<file path="src/hdl/mpq_pkg.sv">
package mpq_pkg;
    localparam int VALUE_RANGE_DEF = 1024;
    localparam int COUNT_WIDTH_DEF = 11;
    localparam int KIND_W = 3;
    localparam int OPERAND_W = 20;

    typedef enum logic [2:0] {
        K_ADD  = 3'd0,
        K_REM  = 3'd1,
        K_DIFF = 3'd2,
        K_SUM  = 3'd3,
        K_PROD = 3'd4
    } t_kind;

    typedef struct packed {
        logic start;
        logic [OPERAND_W-1:0] dividend;
        logic [OPERAND_W-1:0] divisor;
    } t_div_req;

    typedef struct packed {
        logic done;
        logic [OPERAND_W-1:0] quot;
        logic rem_zero;
    } t_div_rsp;
endpackage

</file>
<file path="src/hdl/mpq_divider.sv">
// Restoring divider, one quotient bit per cycle.
module mpq_divider (
    input  logic              i_clk,
    input  logic              i_rst_n,
    input  mpq_pkg::t_div_req i_req,
    output mpq_pkg::t_div_rsp o_rsp
);
    localparam int W = mpq_pkg::OPERAND_W;
    localparam int CW = $clog2(W + 1);

    logic [W-1:0] r_quot, r_div, r_rem;
    logic [CW-1:0] r_cnt;
    logic r_busy, r_done;
    logic [W:0] trial;

    always_comb begin
        trial = {r_rem, r_quot[W-1]};
    end

    always_ff @(posedge i_clk) begin
        if (!i_rst_n) begin
            r_busy <= 1'b0;
            r_done <= 1'b0;
        end else begin
            r_done <= 1'b0;
            if (i_req.start) begin
                r_busy <= 1'b1;
                r_quot <= i_req.dividend;
                r_div  <= i_req.divisor;
                r_rem  <= '0;
                r_cnt  <= CW'(W);
            end else if (r_busy) begin
                if (trial >= {1'b0, r_div}) begin
                    r_rem  <= W'(trial - {1'b0, r_div});
                    r_quot <= {r_quot[W-2:0], 1'b1};
                end else begin
                    r_rem  <= trial[W-1:0];
                    r_quot <= {r_quot[W-2:0], 1'b0};
                end
                r_cnt <= r_cnt - 1'b1;
                if (r_cnt == CW'(1)) begin
                    r_busy <= 1'b0;
                    r_done <= 1'b1;
                end
            end
        end
    end

    assign o_rsp.done = r_done;
    assign o_rsp.quot = r_quot;
    assign o_rsp.rem_zero = (r_rem == '0);
endmodule

</file>
<file path="config.mk">
export PLATFORM = sky130hd
export DESIGN_NAME = mpq_divider
export DESIGN_NICKNAME = d
export VERILOG_FILES = /design/src/hdl/mpq_pkg.sv /design/src/hdl/mpq_divider.sv
export SDC_FILE = /design/constraint.sdc
export NUM_CORES = 1
export LEC_CHECK = 0
export BUFFER_PORTS_ARGS = -buffer_cell sky130_fd_sc_hd__buf_2
export CAP_MARGIN = 20
export CORE_UTILIZATION = 45
export DETAILED_ROUTE_END_ITERATION = 6
export PLACE_DENSITY = 0.72
export SLEW_MARGIN = 20
export SYNTH_ARGS = -nofsm -noshare
export SYNTH_HDL_FRONTEND = slang
export SYNTH_SLANG_ARGS = --single-unit
</file>
<file path="constraint.sdc">
create_clock -name i_clk -period 2.6 [get_ports i_clk]
set_input_delay 0.26 -clock i_clk [delete_from_list [all_inputs] [get_ports i_clk]]
set_output_delay 0.26 -clock i_clk [all_outputs]
set_load 0.05 [all_outputs]
</file>
; Yosys cells after proc, flatten, opt, wreduce, memory -nomap -nowiden
; Index checks and enable logic that the tools add are counted.
[classes]
add_sub_neg = 2
order_cmp = 1
eq_ne = 1
n_mux = 10
bitwise_logic = 2
reduce_logical = 5
[op_table]
columns = operator, n
row1 = 20-bit two-way mux, 4
row2 = 21-bit by 20-bit greater-or-equal comparator with 1-bit output, 1
row3 = 20-bit zero test, 1
row4 = 20-bit subtractor, 1
row5 = "5-bit by 1-bit == test with 1-bit output, second input constant", 1
row6 = 1-bit two-way mux, 5
row7 = 5-bit two-way mux, 1
row8 = "5-bit by 1-bit subtractor with 5-bit output, second input constant", 1
row9 = 2-bit AND reduction, 2
row10 = 3-bit OR reduction, 1
row11 = 1-bit NOT, 2
row12 = 2-bit nonzero test, 1
[word_totals]
ff_bits = 67
input_bits = 43
out_inout_bits = 22
elab_cells = 27

; Depth between registers and ports, before layout
[logic_depth]
ltp_word = 4
depth_mapped = 13
ltp_nobuf = 11

; Least setup slack after synthesis
; Ideal clock, no wire load.
[synth_path]
kind = register to register
startpoint = reg r_quot[19]
endpoint = reg r_quot[0], data pin
setup_time_ns = 0.260
arrival_ns = 2.583
required_ns = 2.340
setup_slack_ns = -0.243
path_stages_with_launch = 12
path_buffers = 2
period_less_slack_ns = 2.843
cell_sequence = edfxtp_1 > inv_1 > ha_1 > inv_1 > a21o_1 > a41o_2 > a2111oi_4 > a211oi_2 > o31a_1 > buf_6 > buf_6 > mux2_2
[synth_between]
elab_chain_len = 4
[synth_lines]
columns = item, line
row1 = start: declaration, mpq_divider.sv:11  ; logic [W-1:0] r_quot, r_div, r_rem;
row2 = start signal: assignment, mpq_divider.sv:28  ; r_quot <= i_req.dividend;
row3 = start signal: assignment, mpq_divider.sv:35  ; r_quot <= {r_quot[W-2:0], 1'b1};
row4 = start signal: assignment, mpq_divider.sv:38  ; r_quot <= {r_quot[W-2:0], 1'b0};
row5 = 21-bit by 20-bit greater-or-equal comparator with 1-bit output, mpq_divider.sv:33  ; if (trial >= {1'b0, r_div}) begin
row6 = 1-bit two-way mux, mpq_divider.sv:33
row7 = 20-bit two-way mux, mpq_divider.sv:32  ; end else if (r_busy) begin
row8 = 20-bit two-way mux, mpq_divider.sv:26  ; if (i_req.start) begin
; No other way between the ends. The select of a mux whose other input is x is not followed.
; A chain may end at the register's enable or synchronous reset.

; Worst setup path after layout
[layout_path]
startpoint = reg r_div[1]
endpoint = reg r_quot[0], data pin
[layout_between]
elab_chain_len = 4
[layout_lines]
columns = item, line
row1 = start: declaration, mpq_divider.sv:11
row2 = start signal: assignment, mpq_divider.sv:29  ; r_div <= i_req.divisor;
row3 = 21-bit by 20-bit greater-or-equal comparator with 1-bit output, mpq_divider.sv:33
row4 = 1-bit two-way mux, mpq_divider.sv:33
row5 = 20-bit two-way mux, mpq_divider.sv:32
row6 = 20-bit two-way mux, mpq_divider.sv:26
; No other way between the ends. The select of a mux whose other input is x is not followed.

==> reports/summary.txt <==
Tightest Pin Transition - 431 ps
Clock skew - 15.9 ps
Die span in y - 94.9 um
Maximum capacitance violations - 0
Half-perimeter wire length after detailed placement - 5660 um
Detailed route wirelength on metal2 - 3910 um
Total number of placement rows - 33
Area grow syn2layout - 28.2%
Wire length of the first global-routing pass - 12800 um
Synthesized-area fraction occupied by and/or/nand/nor cells - 0.111
Slew Limit Fails - 0
Initial core utilization - 0.468
Number of vias after detailed routing - 2911
Number of enable-type register cells in the synthesized netlist - 65
Final estimated routing congestion in global placement - 0.891
Clock transition at path regs - 90 ps
Min cycle time layout - 2580 ps
PwrDens - 697 mW/mm^2
Period utilisation layout - 0.992
Clk buf depth - 2
Detailed-route wire length - 8290 um
Die area - 0.00900 sq mm
Worst slack at placement - -103 ps
Antenna violations before repair - 0
Worst slew margin relative to its limit - 0.710
Mux cell area share after synthesis - 0.0890
Proportion of layout cells with a drive suffix above 1 - 0.400
Async set-reset flop share out of synthesis - 0
Yosys warnings - 0
Design Area, Final - 0.00498 sq mm
Parity-gate share of the synthesized area counting xor and xnor cells - 0.0406
Final-layout worst hold slack - 62.7 ps
Leading register cell type out of synthesis - sky130_fd_sc_hd__edfxtp_1
IO Pins - 65
Maximum number of pins on one net before global-route repair - 27
Number of cells after detailed placement - 526
Gate count after technology mapping - 332
Number of global-route vias before repair - 2795
Startpoint types - flop
H-Tree Level Count - 3
Worst reg2reg setup slack - 20 ps
Die Span X - 94.9 um
Dominant combinational cell family by area after synthesis - compound AO/OA/AOI/OAI gates
Number of routed nets with antenna violations - 0
Hold-fix buffers, CTS - 0
Mapped Area - 0.00388 sq mm
Clock sink count - 67
Leftover overflow at the end of global routing - 0
Area of the core region - 0.00830 sq mm
Area post-placement - 0.00454 sq mm
Largest voltage drop on the vdd net - 0.000421 V
Final count of negative-setup-slack endpoints - 0
Latest clock arrival within the worst-skew pair - 370 ps
Number of DRC violations after detailed-routing iteration 0 - 135
GRT Total Usage - 0.188
Count of antenna diodes in the layout - 0
Met3 Wirelength - 445 um
Detailed Routing Iterations Pass 1 - 4
Fmax achieved - 0.388 GHz
Compound-cell area share of the yosys netlist - 0.122
Hold Violations, Final - 0
Post-Syn Nets - 398
Critical path type - reg -> reg
Maximum fanout along the worst path - 12
Class of the tightest hold or removal check - in -> reg
Number of buffers added by the clock tree synthesis step - 9
Highest metal used - met4
Run status - finished clean
Layout Nets - 501
CTS root buf - sky130_fd_sc_hd__clkbuf_8
Count of cells along the worst hold path - 1
Detail-routed via count per cell - 5.34
Reg2reg path depth - 9
Final critical-path setup slack - 20.8 ps
Portion of the post-synthesis area used by sequential elements - 0.513
Number of different library cells in the post-synthesis netlist - 54
Unrepaired setup endpoints after global routing - true
Synthesis-stage register bit count - 67
Length of routed wiring on met1 - 3820 um
Post-Synth Adder-Cell Area - 0.0761
Average wire per cell in the routed design - 15.2 um
DRC violation count after routing - 0
Required time of the critical path - 2730 ps
TritonCTS clock tree - yes
Syn Area/Cell - 11.7 sq um
CP endpoint kind - flop
Arrival time worst endpoint - 2710 ps
Layout Cells excl Fill - 545
Port-buffer cells - 64
Reported leakage power - 2.08 nW
metal layers:
layer  up-vias  GRT usage
li1       1432          -
met1      1385      0.245
met2        80      0.299
met3        14     0.0483
met4         0     0.0720
met5         -          0
registers in the layout (all words and copies together), names as in the netlist:
name    flops
r_quot     20
r_div      20
r_busy      1
r_done      1
r_cnt       5
r_rem      20
stage by stage:
stage | power (mW) | util | TNS, ps
final | 3.47 | 0.600 | 0
after global placement | 2.33 | 0.547 | -1.75
after CTS | 3.40 | 0.580 | -0.631
after detailed placement | 2.35 | 0.547 | -456
after global routing | 3.63 | 0.600 | -1070
after floorplan | 2.08 | - | -1840
cell usage after synthesis, drive strengths merged, types with 6 or more instances:
library cell / count / share of area
a21o: 6 / 0.012
nor2: 28 / 0.027
a21oi: 18 / 0.024
nand2: 18 / 0.017
mux2: 20 / 0.058
inv: 27 / 0.026
a211oi: 6 / 0.015
xnor2: 13 / 0.029
ha: 22 / 0.071
nor4: 6 / 0.0097
edfxtp: 65 / 0.50
o21ai: 10 / 0.013
mux2i: 12 / 0.031
buf: 7 / 0.016
clkbuf: 6 / 0.0058
nand2b: 9 / 0.015
power by group:
part | leakage [nW] | internal, mW | switching (mW)
Clock | 0.116 | 0.557 | 0.470
Combinational | 1.33 | 0.508 | 0.572
Sequential | 0.637 | 1.31 | 0.0566
Total | 2.08 | 2.37 | 1.10
cells by family after synthesis:
logic type,Yosys count
adders and majority gates,23
xor gates and xnor gates,18
and+or+nand+nor,86
buffers and inverters,40
DFF,67
muxes,32
AOI/OAI and AO/OA,66
worst max-delay path, cell delays in order, from the launching register on:
cell and delay [ps]:
sky130_fd_sc_hd__edfxtp_1 420, sky130_fd_sc_hd__inv_1 90, sky130_fd_sc_hd__ha_1 250, sky130_fd_sc_hd__a21o_1 200
sky130_fd_sc_hd__a41o_2 250, sky130_fd_sc_hd__a2111oi_4 310, sky130_fd_sc_hd__a211oi_2 70, sky130_fd_sc_hd__o31a_1 320
sky130_fd_sc_hd__buf_6 170, sky130_fd_sc_hd__mux2_2 260
timing repair:
action                     CTS  global route
setup buffers                0             3
pin swaps                    1             6
setup endpoints to repair   18            20
resized for setup            5            26
layout make-up:
| class | count | area, sq um |
|---|---|---|
| Clock inverter | 7 | 104 |
| Multi-Input combinational cell | 225 | 1890 |
| Inverter | 27 | 101 |
| Tap cell | 105 | 131 |
| Fill cell | 674 | 3320 |
| Sequential cell | 67 | 1990 |
| Timing Repair Buffer | 105 | 636 |
| Clock buffer | 9 | 124 |
path summary, 6_finish.rpt:
check               to  startpoint
max reg2reg  r_quot[0]    r_div[1]
min           r_div[2]    i_req[2]
max          r_quot[0]    r_div[1]
min reg2reg     r_done      r_busy
cells in the final DEF, fill, tap and decap left out, types with 4 or more instances in the layout:
| cell | count |
|---|---|
| sky130_fd_sc_hd__ha_1 | 13 |
| sky130_fd_sc_hd__edfxtp_1 | 65 |
| sky130_fd_sc_hd__xnor2_1 | 13 |
| sky130_fd_sc_hd__a21o_1 | 6 |
| sky130_fd_sc_hd__nand2b_1 | 8 |
| sky130_fd_sc_hd__o21ai_1 | 4 |
| sky130_fd_sc_hd__a211oi_2 | 6 |
| sky130_fd_sc_hd__mux2_2 | 20 |
| sky130_fd_sc_hd__o21ai_0 | 6 |
| sky130_fd_sc_hd__clkbuf_8 | 9 |
| sky130_fd_sc_hd__mux2i_1 | 12 |
| sky130_fd_sc_hd__a21oi_1 | 15 |
| sky130_fd_sc_hd__xor2_1 | 5 |
| sky130_fd_sc_hd__inv_6 | 5 |
| sky130_fd_sc_hd__nand2_1 | 18 |
| sky130_fd_sc_hd__buf_2 | 64 |
| sky130_fd_sc_hd__nor2_1 | 28 |
| sky130_fd_sc_hd__inv_1 | 25 |
| sky130_fd_sc_hd__nor4_1 | 5 |
| sky130_fd_sc_hd__buf_4 | 39 |
| sky130_fd_sc_hd__ha_4 | 9 |
No activity file was read; power rests on OpenSTA's default activity.
